`src/nes_pkg.sv`:
```
// Package for the NAT endpoint selector: item structs, codes and FSM state type.
// No dependencies; imported by nat_endpoint_selector_top.
package nes_pkg;

   typedef struct packed {
      logic        req_type;
      logic [3:0]  entry_index;
      logic [31:0] entry_addr;
      logic [15:0] entry_port;
      logic        entry_down;
      logic [31:0] pkt_hash;
      logic [31:0] src_addr;
   } req_item_type;

   typedef struct packed {
      logic [2:0]  outcome;
      logic [3:0]  chosen_index;
      logic [31:0] nat_addr;
      logic [15:0] nat_port;
      logic [31:0] rule_out;
   } rsp_item_type;

   // outcome codes
   localparam logic [2:0] OUT_NONE  = 3'd0;
   localparam logic [2:0] OUT_SNAT  = 3'd1;
   localparam logic [2:0] OUT_DNAT  = 3'd2;
   localparam logic [2:0] OUT_DROP  = 3'd3;
   localparam logic [2:0] OUT_WRITE = 3'd4;

   // request types
   localparam logic REQ_WRITE  = 1'b0;
   localparam logic REQ_SELECT = 1'b1;

   // select modes
   localparam logic MODE_RR   = 1'b0;
   localparam logic MODE_HASH = 1'b1;

   // action kinds; both drop codes discard the packet
   localparam logic [1:0] ACT_SNAT    = 2'd0;
   localparam logic [1:0] ACT_DNAT    = 2'd1;
   localparam logic [1:0] ACT_DROP    = 2'd2;
   localparam logic [1:0] ACT_DROP_HI = 2'd3;

   // register indexes
   localparam logic [1:0] CSR_MODE   = 2'd0;
   localparam logic [1:0] CSR_COUNT  = 2'd1;
   localparam logic [1:0] CSR_ACTION = 2'd2;
   localparam logic [1:0] CSR_RULE   = 2'd3;

   typedef enum logic [2:0] {
      ST_IDLE,
      ST_MOD,
      ST_SCAN,
      ST_READ,
      ST_FORM,
      ST_RESULT
   } state_type;

endpackage

```
`src/nat_endpoint_selector_top.sv`:
```
// NAT endpoint selector top level: endpoint table memory, modulo unit, scan FSM.
// Depends on nes_pkg.
//
//   channel  direction  handshake        payload
//   req      in         req_valid/stall  req_item (req_item_type)
//   rsp      out        rsp_valid/stall  rsp_item (rsp_item_type)
//   csr      in         csr_valid/ready  csr_index, csr_data
//
// Write and drop items go from accept straight to the result state. A select item
// runs through the radix-4 modulo unit, the probe loop over the inactive bits, a
// table read and a step that forms the result. One item is worked on at a time.
// Reset is synchronous; all entries come up inactive, no clearing pass.
// A stalled result holds in the output register; the next item is taken meanwhile.
module nat_endpoint_selector_top
   import nes_pkg::*;
#(
   parameter int MAX_ENDPOINTS = 16
) (
   input  logic         clock,
   input  logic         reset,
   input  logic         req_valid,
   output logic         req_stall,
   input  req_item_type req_item,
   output logic         rsp_valid,
   input  logic         rsp_stall,
   output rsp_item_type rsp_item,
   input  logic         csr_valid,
   output logic         csr_ready,
   input  logic [1:0]   csr_index,
   input  logic [31:0]  csr_data
);

   localparam int IDX_W = (MAX_ENDPOINTS > 1) ? $clog2(MAX_ENDPOINTS) : 1;
   localparam int SW    = (IDX_W > 5) ? IDX_W : 5;
   localparam int WI_W  = (IDX_W > 4) ? IDX_W : 4;

   // config registers
   logic        mode_ff, mode_in;
   logic [4:0]  count_ff, count_in;
   logic [1:0]  action_ff, action_in;
   logic [31:0] rule_ff, rule_in;

   state_type   state_ff, state_in;
   req_item_type item_ff, item_in;
   rsp_item_type res_ff, res_in;
   logic        rsp_valid_ff, rsp_valid_in;
   rsp_item_type rsp_item_ff, rsp_item_in;

   logic [31:0] div_ff, div_in;
   logic [4:0]  rem_ff, rem_in;
   logic [3:0]  step_ff, step_in;
   logic [4:0]  first_ff, first_in;
   logic [SW-1:0]    scan_ff, scan_in;
   logic [IDX_W-1:0] probe_ff, probe_in;
   logic [IDX_W-1:0] sel_ff, sel_in;
   logic [3:0]  hint_ff, hint_in;
   logic [MAX_ENDPOINTS-1:0] inact_ff, inact_in;

   // endpoint table: {addr, port}
   logic [47:0] mem [MAX_ENDPOINTS];
   logic [47:0] rd_ff;
   logic        mem_we;
   logic [IDX_W-1:0] mem_waddr;

   logic [4:0]  cnt;
   logic        accept;
   logic        out_free;
   logic [5:0]  t1, t2;
   logic [4:0]  r1, r2;
   logic [SW-1:0] rem_ext;
   logic [SW:0] scan_p1;
   logic [SW-1:0] rr_next;
   logic        rr_ok;
   logic        hash_ok;
   logic        hashed_active;
   logic [WI_W-1:0] widx;
   logic        widx_ok;
   logic [31:0] xip;

   assign req_stall = (state_ff != ST_IDLE);
   assign accept    = req_valid && !req_stall;
   assign csr_ready = 1'b1;
   assign rsp_valid = rsp_valid_ff;
   assign rsp_item  = rsp_item_ff;
   assign out_free  = !rsp_valid_ff || !rsp_stall;

   // effective endpoint count: 0 reads as 1, clamp to table depth
   always_comb begin
      if (count_ff == 5'd0) begin
         cnt = 5'd1;
      end else if (32'(count_ff) > MAX_ENDPOINTS) begin
         cnt = 5'(MAX_ENDPOINTS);
      end else begin
         cnt = count_ff;
      end
   end

   // two restoring steps of the modulo per cycle
   always_comb begin
      t1 = {rem_ff, div_ff[31]};
      r1 = (t1 >= {1'b0, cnt}) ? 5'(t1 - {1'b0, cnt}) : t1[4:0];
      t2 = {r1, div_ff[30]};
      r2 = (t2 >= {1'b0, cnt}) ? 5'(t2 - {1'b0, cnt}) : t2[4:0];
      rem_ext = SW'(r2);
      hashed_active = !inact_ff[rem_ext[IDX_W-1:0]];
   end

   // probe helpers
   always_comb begin
      scan_p1 = {1'b0, scan_ff} + 1'b1;
      if (probe_ff == '0) begin
         rr_next = SW'(first_ff);
      end else if (scan_p1 == (SW + 1)'(cnt)) begin
         rr_next = '0;
      end else begin
         rr_next = scan_p1[SW-1:0];
      end
      rr_ok   = (32'(scan_ff) < MAX_ENDPOINTS) && !inact_ff[scan_ff[IDX_W-1:0]];
      hash_ok = !inact_ff[scan_ff[IDX_W-1:0]];
      widx    = WI_W'(req_item.entry_index);
      widx_ok = (32'(widx) < MAX_ENDPOINTS);
   end

   // next state
   always_comb begin
      state_in = state_ff;
      unique case (state_ff)
         ST_IDLE: begin
            if (accept) begin
               if (req_item.req_type == REQ_WRITE || action_ff > ACT_DNAT) begin
                  state_in = ST_RESULT;
               end else begin
                  state_in = ST_MOD;
               end
            end
         end
         ST_MOD: begin
            if (step_ff == 4'd15) begin
               if (mode_ff == MODE_HASH && hashed_active) begin
                  state_in = ST_READ;
               end else begin
                  state_in = ST_SCAN;
               end
            end
         end
         ST_SCAN: begin
            if (mode_ff == MODE_RR) begin
               if (rr_ok) begin
                  state_in = ST_READ;
               end else if (probe_ff == IDX_W'(MAX_ENDPOINTS - 1)) begin
                  state_in = ST_RESULT;
               end
            end else if (hash_ok || scan_p1 == (SW + 1)'(cnt)) begin
               state_in = ST_READ;
            end
         end
         ST_READ:   state_in = ST_FORM;
         ST_FORM:   state_in = ST_RESULT;
         ST_RESULT: begin
            if (out_free) begin
               state_in = ST_IDLE;
            end
         end
         default:   state_in = ST_IDLE;
      endcase
   end

   // datapath and outputs
   always_comb begin
      mode_in      = mode_ff;
      count_in     = count_ff;
      action_in    = action_ff;
      rule_in      = rule_ff;
      item_in      = item_ff;
      res_in       = res_ff;
      div_in       = div_ff;
      rem_in       = rem_ff;
      step_in      = step_ff;
      first_in     = first_ff;
      scan_in      = scan_ff;
      probe_in     = probe_ff;
      sel_in       = sel_ff;
      hint_in      = hint_ff;
      inact_in     = inact_ff;
      mem_we       = 1'b0;
      mem_waddr    = '0;
      rsp_valid_in = rsp_valid_ff;
      rsp_item_in  = rsp_item_ff;
      xip          = rd_ff[47:16];

      if (csr_valid) begin
         unique case (csr_index)
            CSR_MODE:   mode_in   = csr_data[0];
            CSR_COUNT:  count_in  = csr_data[4:0];
            CSR_ACTION: action_in = csr_data[1:0];
            CSR_RULE:   rule_in   = csr_data;
            default:    ;
         endcase
      end

      if (rsp_valid_ff && !rsp_stall) begin
         rsp_valid_in = 1'b0;
      end

      unique case (state_ff)
         ST_IDLE: begin
            if (accept) begin
               item_in = req_item;
               res_in  = '0;
               rem_in  = '0;
               step_in = '0;
               if (req_item.req_type == REQ_WRITE) begin
                  res_in.outcome = OUT_WRITE;
                  // out of range writes are acknowledged but store nothing
                  if (widx_ok) begin
                     mem_we    = 1'b1;
                     mem_waddr = widx[IDX_W-1:0];
                     inact_in[widx[IDX_W-1:0]] = req_item.entry_down;
                  end
               end else if (action_ff > ACT_DNAT) begin
                  res_in.outcome = OUT_DROP;
               end else if (mode_ff == MODE_HASH) begin
                  div_in = req_item.pkt_hash;
               end else begin
                  div_in = 32'(hint_ff) + 32'd1;
               end
            end
         end
         ST_MOD: begin
            rem_in  = r2;
            div_in  = {div_ff[29:0], 2'b00};
            step_in = step_ff + 4'd1;
            if (step_ff == 4'd15) begin
               probe_in = '0;
               if (mode_ff == MODE_HASH) begin
                  sel_in  = rem_ext[IDX_W-1:0];
                  scan_in = '0;
               end else begin
                  first_in = r2;
                  scan_in  = SW'(hint_ff);
               end
            end
         end
         ST_SCAN: begin
            if (mode_ff == MODE_RR) begin
               if (rr_ok) begin
                  sel_in  = scan_ff[IDX_W-1:0];
                  hint_in = rr_next[3:0];
               end else begin
                  scan_in  = rr_next;
                  probe_in = probe_ff + 1'b1;
                  res_in   = '0;
                  res_in.outcome = OUT_NONE;
               end
            end else if (hash_ok) begin
               sel_in = scan_ff[IDX_W-1:0];
            end else begin
               // no active entry below count: hashed entry stays selected
               scan_in = scan_p1[SW-1:0];
            end
         end
         ST_FORM: begin
            if (action_ff == ACT_DNAT && xip == item_ff.src_addr) begin
               xip = '0;
            end
            res_in.outcome      = (action_ff == ACT_DNAT) ? OUT_DNAT : OUT_SNAT;
            res_in.chosen_index = 4'(sel_ff);
            res_in.nat_addr     = xip;
            res_in.nat_port     = rd_ff[15:0];
            res_in.rule_out     = rule_ff;
         end
         ST_RESULT: begin
            if (out_free) begin
               rsp_valid_in = 1'b1;
               rsp_item_in  = res_ff;
            end
         end
         default: ;
      endcase
   end

   always_ff @(posedge clock) begin
      if (reset) begin
         state_ff     <= ST_IDLE;
         mode_ff      <= MODE_RR;
         count_ff     <= 5'd1;
         action_ff    <= ACT_DROP;
         rule_ff      <= '0;
         hint_ff      <= '0;
         inact_ff     <= '1;
         rsp_valid_ff <= 1'b0;
      end else begin
         state_ff     <= state_in;
         mode_ff      <= mode_in;
         count_ff     <= count_in;
         action_ff    <= action_in;
         rule_ff      <= rule_in;
         hint_ff      <= hint_in;
         inact_ff     <= inact_in;
         rsp_valid_ff <= rsp_valid_in;
      end
   end

   always_ff @(posedge clock) begin
      item_ff     <= item_in;
      res_ff      <= res_in;
      rsp_item_ff <= rsp_item_in;
      div_ff      <= div_in;
      rem_ff      <= rem_in;
      step_ff     <= step_in;
      first_ff    <= first_in;
      scan_ff     <= scan_in;
      probe_ff    <= probe_in;
      sel_ff      <= sel_in;
   end

   // table memory, registered read
   always_ff @(posedge clock) begin
      if (mem_we) begin
         mem[mem_waddr] <= {item_in.entry_addr, item_in.entry_port};
      end
      rd_ff <= mem[sel_ff];
   end

endmodule
```
`config.mk`:
```
export PLATFORM = sky130hd
export DESIGN_NAME = nat_endpoint_selector_top
export DESIGN_NICKNAME = d
export VERILOG_FILES = /design/src/nes_pkg.sv /design/src/nat_endpoint_selector_top.sv
export SDC_FILE = /design/constraint.sdc
export NUM_CORES = 1
export LEC_CHECK = 0
export BUFFER_PORTS_ARGS = -buffer_cell sky130_fd_sc_hd__buf_2
export CAP_MARGIN = 25
export CORE_UTILIZATION = 63
export CTS_BUF_LIST = sky130_fd_sc_hd__clkbuf_8
export DETAILED_ROUTE_END_ITERATION = 10
export PLACE_DENSITY_LB_ADDON = 0.2
export SLEW_MARGIN = 0
export SYNTH_ARGS = -nofsm -noshare
export SYNTH_HDL_FRONTEND = slang
export SYNTH_SLANG_ARGS = --single-unit
```
`constraint.sdc`:
```
create_clock -name clock -period 7.32 [get_ports clock]
set_input_delay 0.732 -clock clock [delete_from_list [all_inputs] [get_ports clock]]
set_output_delay 0.732 -clock clock [all_outputs]
set_load 0.02 [all_outputs]
```
==> summary.txt <==
Worst setup path
  – Critical path arrival: roughly 5.7 ns
  – CP required: between 8 and 9 ns
  – CP max stage cell: nor3_4
  – Kind of critical path: flip-flop to flip-flop
  – Worst-path maximum fanout: 10
  – CP endpoint kind: flip-flop
  – Largest stage delay on the critical path: ~0.50 ns
  – CP Buf/Inv Count: 1
  – Cell-by-cell trace of the critical path: nor3_1, or2_1, and2_1, ha_1, inv_1, fa_1, a21oi_1, nor2_4, nor2_1, mux2_2, ha_1, o21ai_0, a31oi_1, nor3_4, mux2_4, a2111oi_0, o2111ai_1, a21oi_1
  – Top delay family on crit path: simple AND/OR/NAND/NOR gates
  – CP Launch Type: flip-flop

Layout
  – Filler cells: around 4.3k
  – Fin nets: 2921
  – Storage cell area: 34200 µm²
  – Core Util, Final: 72.5%
  – Finished Layout Cells: roughly 3.8k
  – Area of the multi-input gates: 10200 µm²
  – Area Growth Syn to Fin: 13.4%
  – Layout cells sized above 1: 28.0%

Pwr
  – P_int: around 12 mW
  – Power share of the sequential group: a little over half
  – Switching power: 4.53 mW
  – Pleak: 18.0 nW
  – Sw frac: 27.1%
  – Clk pwr share: 30.4%
  – Worst ir drop on vdd: roughly 240 µV
  – PD cells: ~330 nW/µm²
  – Combinational power share: 15.4%

Logic synthesis
  – Syn Nets: 2568
  – Top FF cell, synth: edfxtp_1
  – Synth top area share: 69.2%
  – Seq/Total Area, Yosys: 76.4%
  – Yosys reg bits: ~1.2k
  – Yosys warnings: 0
  – Leading post-synthesis cells by cell area: edfxtp_1 69%, mux4_2 12%, dfxtp_1 7.1%
  – Area leader, netlist: edfxtp_1
  – Ys async rst share: 0%
  – Mean Syn Cell Area: 18.7 µm²
  – Mapped Cells: ~2.4k
  – EDFF count, synth: 1033
  – Most frequent cells after synthesis: 1033 x edfxtp_1, 308 x nand2_1, 246 x mux4_2, 160 x dfxtp_1, 85 x clkbuf_1
  – Synth cell types: between 60 and 70
  – Mapped cell area: 44800 µm²
  – Count leader, synth: edfxtp_1

CTS
  – Clock buffer depth: 3
  – Clk slew on worst S/H paths: 0.06 ns
  – Clk Latency, worst-skew pair: just over 0.8 ns
  – TritonCTS buffer count: 181
  – CTS-repair resized insts: 0
  – H-tree depth: 4
  – Post-CTS setup repair buffer count: 0
  – Clock tree sinks: approximately 1.2k
  – Post-CTS Hold Fix Bufs: 0
  – Root buffer cell: clkbuf_8
  – CTS tree: done

Die
  – Chip height: 269 µm
  – Chip Width: 269 µm
  – Die ar.: between 70000 and 80000 µm²
  – Rows: 97
  – Core ar.: ~70000 µm²
  – Initial Utilization: 63.9%
  – IO Count: 247

Route
  – Max Used Layer: met5
  – WL met2: 49400 µm
  – Vias: 23.4k
  – M1 WL: 38600 µm
  – Final WL: a little under 100000 µm
  – Final ANT Viol Nets: 0
  – WL/cell: 25.6 µm
  – DRT Pass-1 Iters: 6
  – Via density: 6.08
  – WL met3: 7930 µm
  – Starting DRT DRC Count: approximately 2.5k
  – Number of remaining DRC errors: 0

Placement
  – GP Congestion: 0.913
  – Inst Count DP: 3500
  – Post-DP HPWL: 55100 µm
  – Setup WS pre-CTS: 2.48 ns
  – PortBufs: roughly 250

Global routing
  – First-pass GRT wire length: 144000 µm
  – Vias in the first global route: 23.4k
  – Grt ovf: 0
  – Pin count of the biggest net entering global routing: 133
  – GRT Util Overall: approximately 28%
  – Initial antenna violation count: 2

Flow run
  – Max-Cap Viols: 0

Run status
  – Status: finished clean

Timing
  – # setup viols final: 0
  – Clock Skew: 0.0308 ns
  – Setup TNS: 0 ns
  – FMAX: 0.201 GHz
  – Final Slew Violations: 0
  – Tightest Pin Transition: 1.10 ns
  – RSZ-0062 raised after global routing: false
  – Min Hold Slack: 0.0923 ns
  – Post-layout min period: roughly 5 ns
  – Fin. Hold Viols: 0
  – Post-route clock period utilization: 68.1%
  – Final Worst Setup Slack: 2.33 ns
  – Relative slew slack: 26.7%

Worst hold path
  – HP Class: primary input to flip-flop
[sequential cells by signal, summed over array words and instances, names as in the netlist, 16 cells and up]
name	flops
inact_ff	16
rd_ff	48
rule_ff	32
item_ff	80
res_ff	87
rsp_item	87
div_ff	32
mem	768
[placed cells by master, fill, tap and decap left out, types with 4 or more instances in the layout]
cell,instances
nand3_1,52
nor2_4,14
xnor2_1,14
o311ai_0,4
mux2i_1,27
clkinv_2,12
inv_1,117
and3_1,56
nor2b_1,5
nor3_2,6
and2_1,39
ha_1,15
clkinv_1,12
o21ai_0,31
nand2b_1,5
xor2_1,33
dfxtp_1,159
nand3b_1,7
nor4_1,6
mux2_2,5
nor3b_1,7
a21oi_1,53
buf_12,6
clkbuf_8,206
mux4_2,246
edfxtp_1,1033
nand4_1,8
nor2_1,50
o31ai_1,8
buf_2,245
buf_4,35
nand2_1,307
inv_6,7
nor3_1,8
[metal layers]
metal,vias up,track usage [%]
met5,-,0
met4,2,9.43
met3,170,5.21
met2,1121,45.7
met1,11939,38.0
li1,10128,-
[kinds of logic (layout without fill, tap and decap cells)]
logic type      Yosys count  in the layout  share of synthesized area (%)
compound gates          131            131                           1.83
xor+xnor                 47             47                          0.919
fa+ha+maj                17             17                          0.508
buf+inv                 146            653                           1.27
flops                  1193           1193                           76.4
mux                     279            279                           13.1
other cells               1              4                        0.00837
simple gates            580            580                           5.95
[metrics by stage]
| step | instance area [µm²] | power, mW |
|---|---|---|
| after floorplan | 44800 | 10.9 |
| after global placement | 47200 | 11.6 |
| after detailed placement | 47300 | 11.7 |
| after CTS | 50700 | 16.8 |
| after global routing | 50800 | 17.4 |
| final | 50800 | 16.7 |
[layout make-up]
class | count | share of cell area [%]
Sequential cell | 1193 | 67.3
Clock inverter | 131 | 1.21
Antenna cell | 3 | 0.0148
Tap cell | 940 | 2.31
Multi-Input combinational cell | 1055 | 20.0
Timing Repair Buffer | 290 | 3.34
Clock buffer | 206 | 5.58
Inverter | 26 | 0.194
[worst paths after layout]
| check | endpoint | cells after the start | slack (ns) | startpoint |
|---|---|---|---|---|
| setup / recovery | state_ff[0]$_SDFFE_PP0P_ | 18 | 2.33 | count_ff[1]$_SDFFE_PP0P_ |
| hold / removal | item_ff[29]$_DFFE_PP_ | 1 | 0.09 | req_item[29] |
| setup reg to reg | state_ff[0]$_SDFFE_PP0P_ | 18 | 2.33 | count_ff[1]$_SDFFE_PP0P_ |
| hold reg to reg | rsp_item[85]$_DFFE_PP_ | 0 | 0.41 | res_ff[85]$_DFFE_PP_ |
[power by group through the flow]
stage | registers [mW] | logic (mW) | clock network [mW]
floorplan | 9.17 | 1.70 | 0
global placement | 9.15 | 2.42 | 0
detailed placement | 9.19 | 2.55 | 0
CTS | 9.05 | 2.55 | 5.18
global route | 9.09 | 2.80 | 5.48
finish | 9.04 | 2.57 | 5.08
No activity file was read; power rests on OpenSTA's default activity.
